<file path="config.mk">
export PLATFORM = sky130hd
export DESIGN_NAME = clock_time_set_editor_top_flat
export DESIGN_NICKNAME = d
export VERILOG_FILES = /design/src/rtl/core/ctse_pkg.sv /design/src/rtl/core/ctse_if.sv /design/src/rtl/core/clock_time_set_editor_top.sv /design/src/rtl/core/ctse_step.sv /design/src/flat_wrapper.sv
export SDC_FILE = /design/constraint.sdc
export NUM_CORES = 1
export LEC_CHECK = 0
export CAP_MARGIN = 5
export CORE_MARGIN = 4
export CORE_UTILIZATION = 43
export DETAILED_ROUTE_END_ITERATION = 16
export DONT_BUFFER_PORTS = 1
export GPL_TIMING_DRIVEN = 1
export PLACE_DENSITY = 0.64
export SLEW_MARGIN = 20
export SYNTH_ARGS = -nofsm -noshare
export SYNTH_HDL_FRONTEND = slang
export SYNTH_SLANG_ARGS = --single-unit
</file>
<file path="constraint.sdc">
create_clock -name clk -period 4.57 [get_ports clk]
set_input_delay 0.914 -clock clk [delete_from_list [all_inputs] [get_ports clk]]
set_output_delay 0.914 -clock clk [all_outputs]
set_load 0.02 [all_outputs]
</file>
<file path="src/rtl/core/ctse_pkg.sv">
// shared types, key codes and field codes for the clock time set editor
package ctse_pkg;

    // key codes
    localparam logic [1:0] OP_SET   = 2'd0;
    localparam logic [1:0] OP_ADD   = 2'd1;
    localparam logic [1:0] OP_MINUS = 2'd2;

    // field codes
    localparam logic [2:0] FLD_IDLE   = 3'd0;
    localparam logic [2:0] FLD_YEAR   = 3'd1;
    localparam logic [2:0] FLD_MONTH  = 3'd2;
    localparam logic [2:0] FLD_DAY    = 3'd3;
    localparam logic [2:0] FLD_HOUR   = 3'd4;
    localparam logic [2:0] FLD_MINUTE = 3'd5;
    localparam logic [2:0] FLD_SECOND = 3'd6;

    // reset contents of the edit fields
    localparam logic [6:0] RST_YEAR   = 7'd17;
    localparam logic [3:0] RST_MONTH  = 4'd7;
    localparam logic [4:0] RST_DAY    = 5'd20;
    localparam logic [4:0] RST_HOUR   = 5'd17;
    localparam logic [5:0] RST_MINUTE = 6'd20;
    localparam logic [5:0] RST_SECOND = 6'd0;

    typedef struct packed {
        logic [1:0] op;
        logic [6:0] now_year;
        logic [3:0] now_month;
        logic [4:0] now_day;
        logic [4:0] now_hour;
        logic [5:0] now_minute;
        logic [5:0] now_second;
    } key_t;

    typedef struct packed {
        logic [2:0] edit_field;
        logic       tens_selected;
        logic [6:0] year_value;
        logic [3:0] month_value;
        logic [4:0] day_value;
        logic [4:0] hour_value;
        logic [5:0] minute_value;
        logic [5:0] second_value;
        logic       commit;
    } result_t;

    typedef struct packed {
        logic [2:0] field;
        logic       tens;
        logic [6:0] year;
        logic [3:0] month;
        logic [4:0] day;
        logic [4:0] hour;
        logic [5:0] minute;
        logic [5:0] second;
    } edit_state_t;

endpackage

</file>
<file path="src/rtl/core/ctse_if.sv">
// valid/ready channels for key requests and editor results
interface ctse_key_if;
    logic              valid;
    logic              ready;
    ctse_pkg::key_t    data;

    modport source (output valid, output data, input ready);
    modport sink (input valid, input data, output ready);
endinterface

interface ctse_result_if;
    logic              valid;
    logic              ready;
    ctse_pkg::result_t data;

    modport source (output valid, output data, input ready);
    modport sink (input valid, input data, output ready);
endinterface

</file>
<file path="src/rtl/core/clock_time_set_editor_top.sv">
// clock time set editor: key register, edit state, result register
// an accepted key request moves on into the result register once that is free
// throughput: one key request per cycle while results are taken; the edit state updates in one pass
// key ready follows result ready combinationally while both registers are full
// reset: asynchronous, active low; idle, units digit, fields 17/7/20 17:20:00
module clock_time_set_editor_top (
    input  logic               clk,
    input  logic               rst_n,
    ctse_key_if.sink           keys,
    ctse_result_if.source      result
);
    import ctse_pkg::*;

    // key register stage
    logic        in_valid_reg;
    key_t        in_data_reg;

    // result register stage
    logic        out_valid_reg;
    result_t     out_data_reg;

    // edit state, written as each request moves into the result register
    edit_state_t state_reg;
    edit_state_t state_next;
    logic        commit_next;

    logic        advance;
    logic        out_free;

    // the result register frees up when empty or when its content is taken
    assign out_free    = !out_valid_reg || result.ready;
    // a buffered key request moves on whenever the result register can take it
    assign advance     = in_valid_reg && out_free;
    assign keys.ready  = !in_valid_reg || out_free;

    assign result.valid = out_valid_reg;
    assign result.data  = out_data_reg;

    ctse_step u_step (
        .cur    (state_reg),
        .key    (in_data_reg),
        .nxt    (state_next),
        .commit (commit_next)
    );

    // control state and edit fields
    always_ff @(posedge clk or negedge rst_n)
    begin
        if (!rst_n)
        begin
            in_valid_reg     <= 1'b0;
            out_valid_reg    <= 1'b0;
            state_reg.field  <= FLD_IDLE;
            state_reg.tens   <= 1'b0;
            state_reg.year   <= RST_YEAR;
            state_reg.month  <= RST_MONTH;
            state_reg.day    <= RST_DAY;
            state_reg.hour   <= RST_HOUR;
            state_reg.minute <= RST_MINUTE;
            state_reg.second <= RST_SECOND;
        end
        else
        begin
            if (keys.ready)
                in_valid_reg <= keys.valid;
            if (out_free)
                out_valid_reg <= in_valid_reg;
            if (advance)
                state_reg <= state_next;
        end
    end

    // payload registers
    always_ff @(posedge clk)
    begin
        if (keys.ready && keys.valid)
            in_data_reg <= keys.data;
        if (advance)
        begin
            out_data_reg.edit_field    <= state_next.field;
            out_data_reg.tens_selected <= state_next.tens;
            out_data_reg.year_value    <= state_next.year;
            out_data_reg.month_value   <= state_next.month;
            out_data_reg.day_value     <= state_next.day;
            out_data_reg.hour_value    <= state_next.hour;
            out_data_reg.minute_value  <= state_next.minute;
            out_data_reg.second_value  <= state_next.second;
            out_data_reg.commit        <= commit_next;
        end
    end

endmodule

</file>
<file path="src/rtl/core/ctse_step.sv">
// next-state logic of the editor for one key request
module ctse_step (
    input  ctse_pkg::edit_state_t cur,
    input  ctse_pkg::key_t        key,
    output ctse_pkg::edit_state_t nxt,
    output logic                  commit
);
    import ctse_pkg::*;

    // leap rule on a two-digit year collapses to divisibility by four
    function automatic logic [6:0] month_days(input logic [3:0] m, input logic [6:0] y);
        logic [6:0] d;
        begin
            unique case (m)
                4'd4, 4'd6, 4'd9, 4'd11: d = 7'd30;
                4'd2:                    d = (y[1:0] == 2'b00) ? 7'd29 : 7'd28;
                default:                 d = 7'd31;
            endcase
            return d;
        end
    endfunction

    // step only when the result stays within lo..hi
    function automatic logic [6:0] bounded(input logic [6:0] v, input logic up,
                                           input logic [6:0] st, input logic [6:0] lo,
                                           input logic [6:0] hi);
        logic [7:0] sum;
        logic [6:0] dif;
        logic [6:0] r;
        begin
            sum = {1'b0, v} + {1'b0, st};
            dif = v - st;
            r   = v;
            if (up)
            begin
                if (sum <= {1'b0, hi})
                    r = sum[6:0];
            end
            else
            begin
                if (v >= st && dif >= lo)
                    r = dif;
            end
            return r;
        end
    endfunction

    logic [6:0] step;
    logic       up;
    logic [7:0] year_sum;
    logic [7:0] year_wrap;
    logic [7:0] load_year;
    logic [6:0] day_hi;
    logic [6:0] res;

    always_comb
    begin
        nxt       = cur;
        commit    = 1'b0;
        step      = cur.tens ? 7'd10 : 7'd1;
        up        = (key.op == OP_ADD);
        year_sum  = {1'b0, cur.year} + {1'b0, step};
        year_wrap = (year_sum >= 8'd100) ? year_sum - 8'd100 : year_sum;
        load_year = ({1'b0, key.now_year} >= 8'd100) ? {1'b0, key.now_year} - 8'd100
                                                      : {1'b0, key.now_year};
        day_hi    = month_days(cur.month, cur.year);
        res       = 7'd0;

        unique case (key.op)
            OP_SET:
            begin
                if (cur.field == FLD_IDLE)
                begin
                    nxt.year   = load_year[6:0];
                    nxt.month  = key.now_month;
                    nxt.day    = key.now_day;
                    nxt.hour   = key.now_hour;
                    nxt.minute = key.now_minute;
                    nxt.second = key.now_second;
                    nxt.tens   = 1'b1;
                    nxt.field  = FLD_YEAR;
                end
                else if (cur.tens)
                begin
                    nxt.tens = 1'b0;
                end
                else
                begin
                    nxt.tens = 1'b1;
                    if (cur.field >= FLD_SECOND)
                    begin
                        commit    = 1'b1;
                        nxt.field = FLD_IDLE;
                    end
                    else
                    begin
                        nxt.field = cur.field + 3'd1;
                    end
                end
            end
            OP_ADD, OP_MINUS:
            begin
                unique case (cur.field)
                    FLD_YEAR:
                    begin
                        if (up)
                            nxt.year = year_wrap[6:0];
                        else
                            nxt.year = (cur.year >= step) ? cur.year - step : 7'd99;
                    end
                    FLD_MONTH:
                    begin
                        res       = bounded({3'd0, cur.month}, up, step, 7'd1, 7'd12);
                        nxt.month = res[3:0];
                    end
                    FLD_DAY:
                    begin
                        res     = bounded({2'd0, cur.day}, up, step, 7'd1, day_hi);
                        nxt.day = res[4:0];
                    end
                    FLD_HOUR:
                    begin
                        res      = bounded({2'd0, cur.hour}, up, step, 7'd0, 7'd23);
                        nxt.hour = res[4:0];
                    end
                    FLD_MINUTE:
                    begin
                        res        = bounded({1'b0, cur.minute}, up, step, 7'd0, 7'd59);
                        nxt.minute = res[5:0];
                    end
                    FLD_SECOND:
                    begin
                        res        = bounded({1'b0, cur.second}, up, step, 7'd0, 7'd59);
                        nxt.second = res[5:0];
                    end
                    default:
                    begin
                        res = 7'd0;
                    end
                endcase
            end
            default:
            begin
                res = 7'd0;
            end
        endcase
    end

endmodule

</file>
<file path="src/flat_wrapper.sv">
// flat-port wrapper written by rule: the top's interface ports become plain ports
module clock_time_set_editor_top_flat import ctse_pkg::*;
  (clk, rst_n, keys_valid, keys_data, keys_ready, result_valid, result_data, result_ready);
  ctse_key_if keys_i ();
  ctse_result_if result_i ();
  input  logic clk;
  input  logic rst_n;
  input wire logic [$bits(keys_i.valid)-1:0] keys_valid;
  input wire logic [$bits(keys_i.data)-1:0] keys_data;
  output wire logic [$bits(keys_i.ready)-1:0] keys_ready;
  output wire logic [$bits(result_i.valid)-1:0] result_valid;
  output wire logic [$bits(result_i.data)-1:0] result_data;
  input wire logic [$bits(result_i.ready)-1:0] result_ready;
  assign keys_i.valid = keys_valid;
  assign keys_i.data = keys_data;
  assign keys_ready = keys_i.ready;
  assign result_valid = result_i.valid;
  assign result_data = result_i.data;
  assign result_i.ready = result_ready;
  clock_time_set_editor_top u_core (.clk(clk), .rst_n(rst_n), .keys(keys_i), .result(result_i));
endmodule
</file>
==> flow_metrics.py <==
metrics = {
    "clock_network": {
        "cts.root.buffer_cell": "sky130_fd_sc_hd__clkbuf_16",
        "insertion_delay_ns": 0.37,
        "cts_resized": 0,
        "ctsHtreeMaxLevel": 3,
        "post_cts.repair.setup_buffers": 0,
        "cts.sinks": 112,
        "tritoncts_clock_tree": "built",
        "clock_tree.buffer_depth": 2,
        "hold_buffers": 0,
        "tritoncts.num_buffers": 9,
        "cts.clk_slew.worst_paths_ns": 0.08,
    },
    "critical_path": {
        "critical_path_start_type": "flip-flop",
        "worst_ep_arrival_time_ns": 4.02,
        "path_max_fanout": 11,
        "timing.reg2reg.worst_path_depth": 13,
        "critical_path.most_common_cell": "sky130_fd_sc_hd__inv_1",
        "cp-startpoint": "u_core.state_reg[33]$_DFFE_PN0P_",
        "timing.rr.end": "u_core.result.data[18]$_DFFE_PP_",
        "worst-r2r-setup-slack_ns": 0.62,
        "critical_path.endpoint_type": "flip-flop",
        "cp-endpoint": "u_core.result.data[18]$_DFFE_PP_",
        "regToRegStartpoint": "u_core.state_reg[33]$_DFFE_PN0P_",
        "slowest_delay_ns": 0.55,
        "worstPathCellList": "inv_1 > ha_1 > inv_1 > fa_1 > inv_1 > ha_1 > nor2b_1 > o21ai_0 > a311oi_1 > nor3_1 > mux2_2 > a31oi_1 > o22ai_1",
        "critPathSlowestCell": "sky130_fd_sc_hd__fa_1",
        "required_ns": 4.64,
        "setup_cp_type": "reg2reg",
    },
    "timing": {
        "rsz0062_at_grt": "false",
        "setup_viol": 0,
        "timing.fmax_mhz": 253,
        "slew_worst_pin_ns": 1.07,
        "finalWorstPathRequiredPeriod_ns": 3.95,
        "period_share_pct": 86.4,
        "finalClockSkew_ns": 0.00879,
        "setup_tns_ns": 0,
        "setup_slack_ns": 0.623,
        "maxSlewViolCount": 0,
        "timing.max_slew.rel_slack_pct": 28.4,
        "final-hold-violation-count": 0,
    },
    "layout": {
        "fin_area_um2": 9230,
        "number_of_flip_flops_in_the_largest_register": 38,
        "area_growth_pct": 6.77,
        "post_layout_nonfiller_instances": 1205,
        "antennaDiodeCount": 0,
        "drive_above_1_share_pct": 7.98,
        "final.fill_count": 1852,
        "layout.nets": 1038,
    },
    "yosys": {
        "synthCells": 957,
        "post_synth_net_total": 1060,
        "synth_sequential_area_ratio_pct": 36.8,
        "share_of_flip_flops_with_an_asynchronous_set_or_reset_pct": 34.8,
        "largest_family_of_logic_cells_by_synthesized_area": "compound AO/OA/AOI/OAI gates",
        "synth_compound_gate_area_share_pct": 25.6,
        "synth.ff_latch_count": 112,
        "synth_fa_ha_area_share_pct": 10.4,
        "post_synthesis_share_of_cell_area_spent_on_and_or_nand_and_nor_gates_pct": 17.4,
        "post_synthesis_mux_area_share_pct": 3.04,
        "synth_top_flop_cell": "sky130_fd_sc_hd__edfxtp_1",
        "synth.lib_cells_used.distinct": 81,
        "syn-mean-instance-area_um2": 9.04,
        "synth_xor_area_share_pct": 1.62,
        "synth_area_um2": 8650,
        "ys_warn_count": 0,
        "post_synth_edffs": 73,
    },
    "placed_design": {
        "globalplace.congestion": 0.959,
        "port_buffers": 0,
        "dp_slack_ns": 0.696,
        "place_hpwl_um": 18100,
        "placedCellCount": 1189,
        "dpl-instance-area_um2": 8940,
    },
    "global_routing": {
        "first_pass_grt_wire_length_um": 41300,
        "grt_max_degree": 50,
        "global_route.usage.total_pct": 23.9,
        "grt_antenna_before_repair": 0,
        "number_of_global_route_vias_before_repair": 7125,
        "global_route_total_overflow": 0,
    },
    "routing": {
        "route.detailed.vias_per_inst": 6.45,
        "detail_route.first_pass.iterations": 6,
        "drc_errors": 0,
        "routed_wirelength_um": 26600,
        "route.detailed.wl_per_inst_um": 22.1,
        "num_vias": 7777,
        "antenna_left": 0,
        "dr.first_iter.drc_count": 980,
    },
    "power_and_ir_drop": {
        "power_share_of_the_sequential_group_pct": 29.9,
        "total_switching_power_w": 0.00325,
        "irDropWorstVdd_uv": 261,
        "power_leakage_nw": 3.45,
        "p_per_area_nw_per_um2": 719,
        "clockPowerShare_pct": 12.2,
        "p_sw_share_pct": 49.0,
        "power_report.internal_total_w": 0.00339,
        "part_of_the_power_in_combinational_logic_pct": 57.9,
    },
    "floorplan": {
        "die_width_um": 150,
        "initial_utilization_pct": 44.1,
        "pin_count": 79,
        "num_rows": 51,
        "die_height_um": 150,
        "core_area_um2": 19600,
        "overall_die_area_um2": 22400,
    },
    "hold_path": {
        "hp-class": "in2async",
    },
    "run": {
        "max_cap_violations": 0,
    },
    "status": {
        "outcome": "complete, no violations",
    },
}
layout by cell type (no fill, tap or decap), types with 5 or more instances in the layout:
cell type                   instances
sky130_fd_sc_hd__clkbuf_16          9
sky130_fd_sc_hd__and2_1             6
sky130_fd_sc_hd__o22ai_1           13
sky130_fd_sc_hd__a31oi_1           13
sky130_fd_sc_hd__nor3b_1            7
sky130_fd_sc_hd__a22o_1             8
sky130_fd_sc_hd__nor2b_1           15
sky130_fd_sc_hd__a211oi_1          11
sky130_fd_sc_hd__mux2i_1           15
sky130_fd_sc_hd__ha_1              50
sky130_fd_sc_hd__dfrtp_1           28
sky130_fd_sc_hd__nor2_1            60
sky130_fd_sc_hd__buf_4             24
sky130_fd_sc_hd__a21o_1             9
sky130_fd_sc_hd__fa_1              13
sky130_fd_sc_hd__dfstp_2           11
sky130_fd_sc_hd__edfxtp_1          73
sky130_fd_sc_hd__nand2b_1          17
sky130_fd_sc_hd__o21ai_0           80
sky130_fd_sc_hd__nand4b_1           5
sky130_fd_sc_hd__xnor2_1           12
sky130_fd_sc_hd__inv_1             58
sky130_fd_sc_hd__and3_1             6
sky130_fd_sc_hd__o21a_1             6
sky130_fd_sc_hd__nand4_1           10
sky130_fd_sc_hd__o31ai_1            9
sky130_fd_sc_hd__nor3_1            18
sky130_fd_sc_hd__o211ai_1          17
sky130_fd_sc_hd__mux2_2            10
sky130_fd_sc_hd__a311oi_1           5
sky130_fd_sc_hd__a21oi_1           49
sky130_fd_sc_hd__o221ai_1           9
sky130_fd_sc_hd__a32oi_1            9
sky130_fd_sc_hd__nand3_1           22
sky130_fd_sc_hd__a22oi_1           16
sky130_fd_sc_hd__o31a_1             7
sky130_fd_sc_hd__nand2_1           92
sky130_fd_sc_hd__a211o_1            6
sky130_fd_sc_hd__or3_1              7
sky130_fd_sc_hd__nor4_1            10
cell families after synthesis:
kind of cell | after synthesis
muxes | 25
adders and majority gates | 64
xor gates and xnor gates | 16
and+or+nand+nor | 298
DFF | 112
AOI/OAI and AO/OA | 325
buffers and inverters | 117
metrics by stage:
stage,utilization (%),power (W),hold slack [ns]
2_1_floorplan,-,0.00477,0.457
3_3_place_gp,45.7,0.00573,0.492
3_5_place_dp,45.7,0.00574,0.493
4_1_cts,47.1,0.00658,0.228
5_1_grt,47.1,0.00720,0.219
6_report,47.1,0.00664,0.230
how the worst min path moves through the flow:
stage / start / endpoint / slack [ns] / cells past startpoint
3_5_place_dp: u_core.in_valid_reg$_DFFE_PN0N_ / u_core.result.valid$_DFFE_PN0P_ / 0.49 / 1
6_report: rst_n / u_core.state_reg[31]$_DFFE_PN0P_ / 0.23 / 0
4_1_cts: rst_n / u_core.state_reg[9]$_DFFE_PN0P_ / 0.23 / 0
3_3_place_gp: u_core.in_valid_reg$_DFFE_PN0N_ / u_core.result.valid$_DFFE_PN0P_ / 0.49 / 1
5_1_grt: rst_n / u_core.state_reg[0]$_DFFE_PN0P_ / 0.22 / 0
2_1_floorplan: u_core.in_valid_reg$_DFFE_PN0N_ / u_core.result.valid$_DFFE_PN0P_ / 0.46 / 1
area by class of cell:
cell class              count  area (um^2)  area share (%)
multi-input cells         728         5030            54.4
flip-flops and latches    112         3180            34.5
repair buffers             24          180            1.95
well taps                 265          332            3.59
clock inverters             6         60.1           0.650
clock buffers              10          229            2.48
inverters                  60          225            2.44
worst max-delay path: cells and delay by family (launching register included):
kind / cells / cell delay (ns)
adder cells (fa/ha/maj): 3 / 1.09
AO/OA/AOI/OAI: 4 / 0.74
AND/OR/NAND/NOR: 2 / 0.60
buffers and inverters: 3 / 0.45
multiplexers: 1 / 0.40
flip-flops: 1 / 0.38
cells in the mapped netlist, types with 6 or more instances:
| cell | n | share of area [%] |
|---|---|---|
| sky130_fd_sc_hd__a211oi_1 | 11 | 0.95 |
| sky130_fd_sc_hd__nand2_1 | 92 | 4.0 |
| sky130_fd_sc_hd__o22ai_1 | 13 | 0.94 |
| sky130_fd_sc_hd__or3_1 | 7 | 0.51 |
| sky130_fd_sc_hd__o21a_1 | 6 | 0.52 |
| sky130_fd_sc_hd__a22o_1 | 8 | 0.81 |
| sky130_fd_sc_hd__nor2b_1 | 15 | 1.1 |
| sky130_fd_sc_hd__and2_1 | 7 | 0.51 |
| sky130_fd_sc_hd__ha_1 | 51 | 7.4 |
| sky130_fd_sc_hd__o221ai_1 | 9 | 0.91 |
| sky130_fd_sc_hd__nor3b_1 | 7 | 0.61 |
| sky130_fd_sc_hd__dfrtp_1 | 28 | 8.1 |
| sky130_fd_sc_hd__a211o_1 | 6 | 0.61 |
| sky130_fd_sc_hd__o211ai_1 | 17 | 1.5 |
| sky130_fd_sc_hd__clkbuf_1 | 47 | 2.0 |
| sky130_fd_sc_hd__o31a_1 | 7 | 0.71 |
| sky130_fd_sc_hd__nand4_1 | 10 | 0.72 |
| sky130_fd_sc_hd__mux2_2 | 10 | 1.3 |
| sky130_fd_sc_hd__dfstp_2 | 11 | 3.3 |
| sky130_fd_sc_hd__o31ai_1 | 9 | 0.78 |
| sky130_fd_sc_hd__mux2i_1 | 15 | 1.7 |
| sky130_fd_sc_hd__xnor2_1 | 12 | 1.2 |
| sky130_fd_sc_hd__inv_1 | 59 | 2.6 |
| sky130_fd_sc_hd__fa_1 | 13 | 3.0 |
| sky130_fd_sc_hd__a21o_1 | 9 | 0.78 |
| sky130_fd_sc_hd__nand2b_1 | 17 | 1.2 |
| sky130_fd_sc_hd__a31oi_1 | 13 | 0.94 |
| sky130_fd_sc_hd__nor4_1 | 10 | 0.72 |
| sky130_fd_sc_hd__and3_1 | 6 | 0.43 |
| sky130_fd_sc_hd__a22oi_1 | 16 | 1.4 |
| sky130_fd_sc_hd__a21oi_1 | 49 | 2.8 |
| sky130_fd_sc_hd__nor3_1 | 18 | 1.0 |
| sky130_fd_sc_hd__edfxtp_1 | 73 | 25 |
| sky130_fd_sc_hd__nand3_1 | 22 | 1.3 |
| sky130_fd_sc_hd__o21ai_0 | 80 | 4.6 |
| sky130_fd_sc_hd__a32oi_1 | 9 | 0.91 |
| sky130_fd_sc_hd__nor2_1 | 60 | 2.6 |
routing by layer:
layer	up-vias	wire length, um	GRT usage [%]
met5	-	0	0
met4	0	788	7.59
met3	54	2150	4.48
met2	378	11700	36.3
met1	3772	12000	34.6
li1	3573	-	-
power groups by stage:
| stage | registers [W] | clock network (W) | logic (W) |
|---|---|---|---|
| floorplan | 0.00175 | 0 | 0.00302 |
| global placement | 0.00200 | 0 | 0.00373 |
| detailed placement | 0.00200 | 0 | 0.00373 |
| CTS | 0.00198 | 0.000825 | 0.00377 |
| global route | 0.00204 | 0.000869 | 0.00429 |
| finish | 0.00199 | 0.000810 | 0.00384 |
Note: power is estimated with default switching activity, not from simulation.
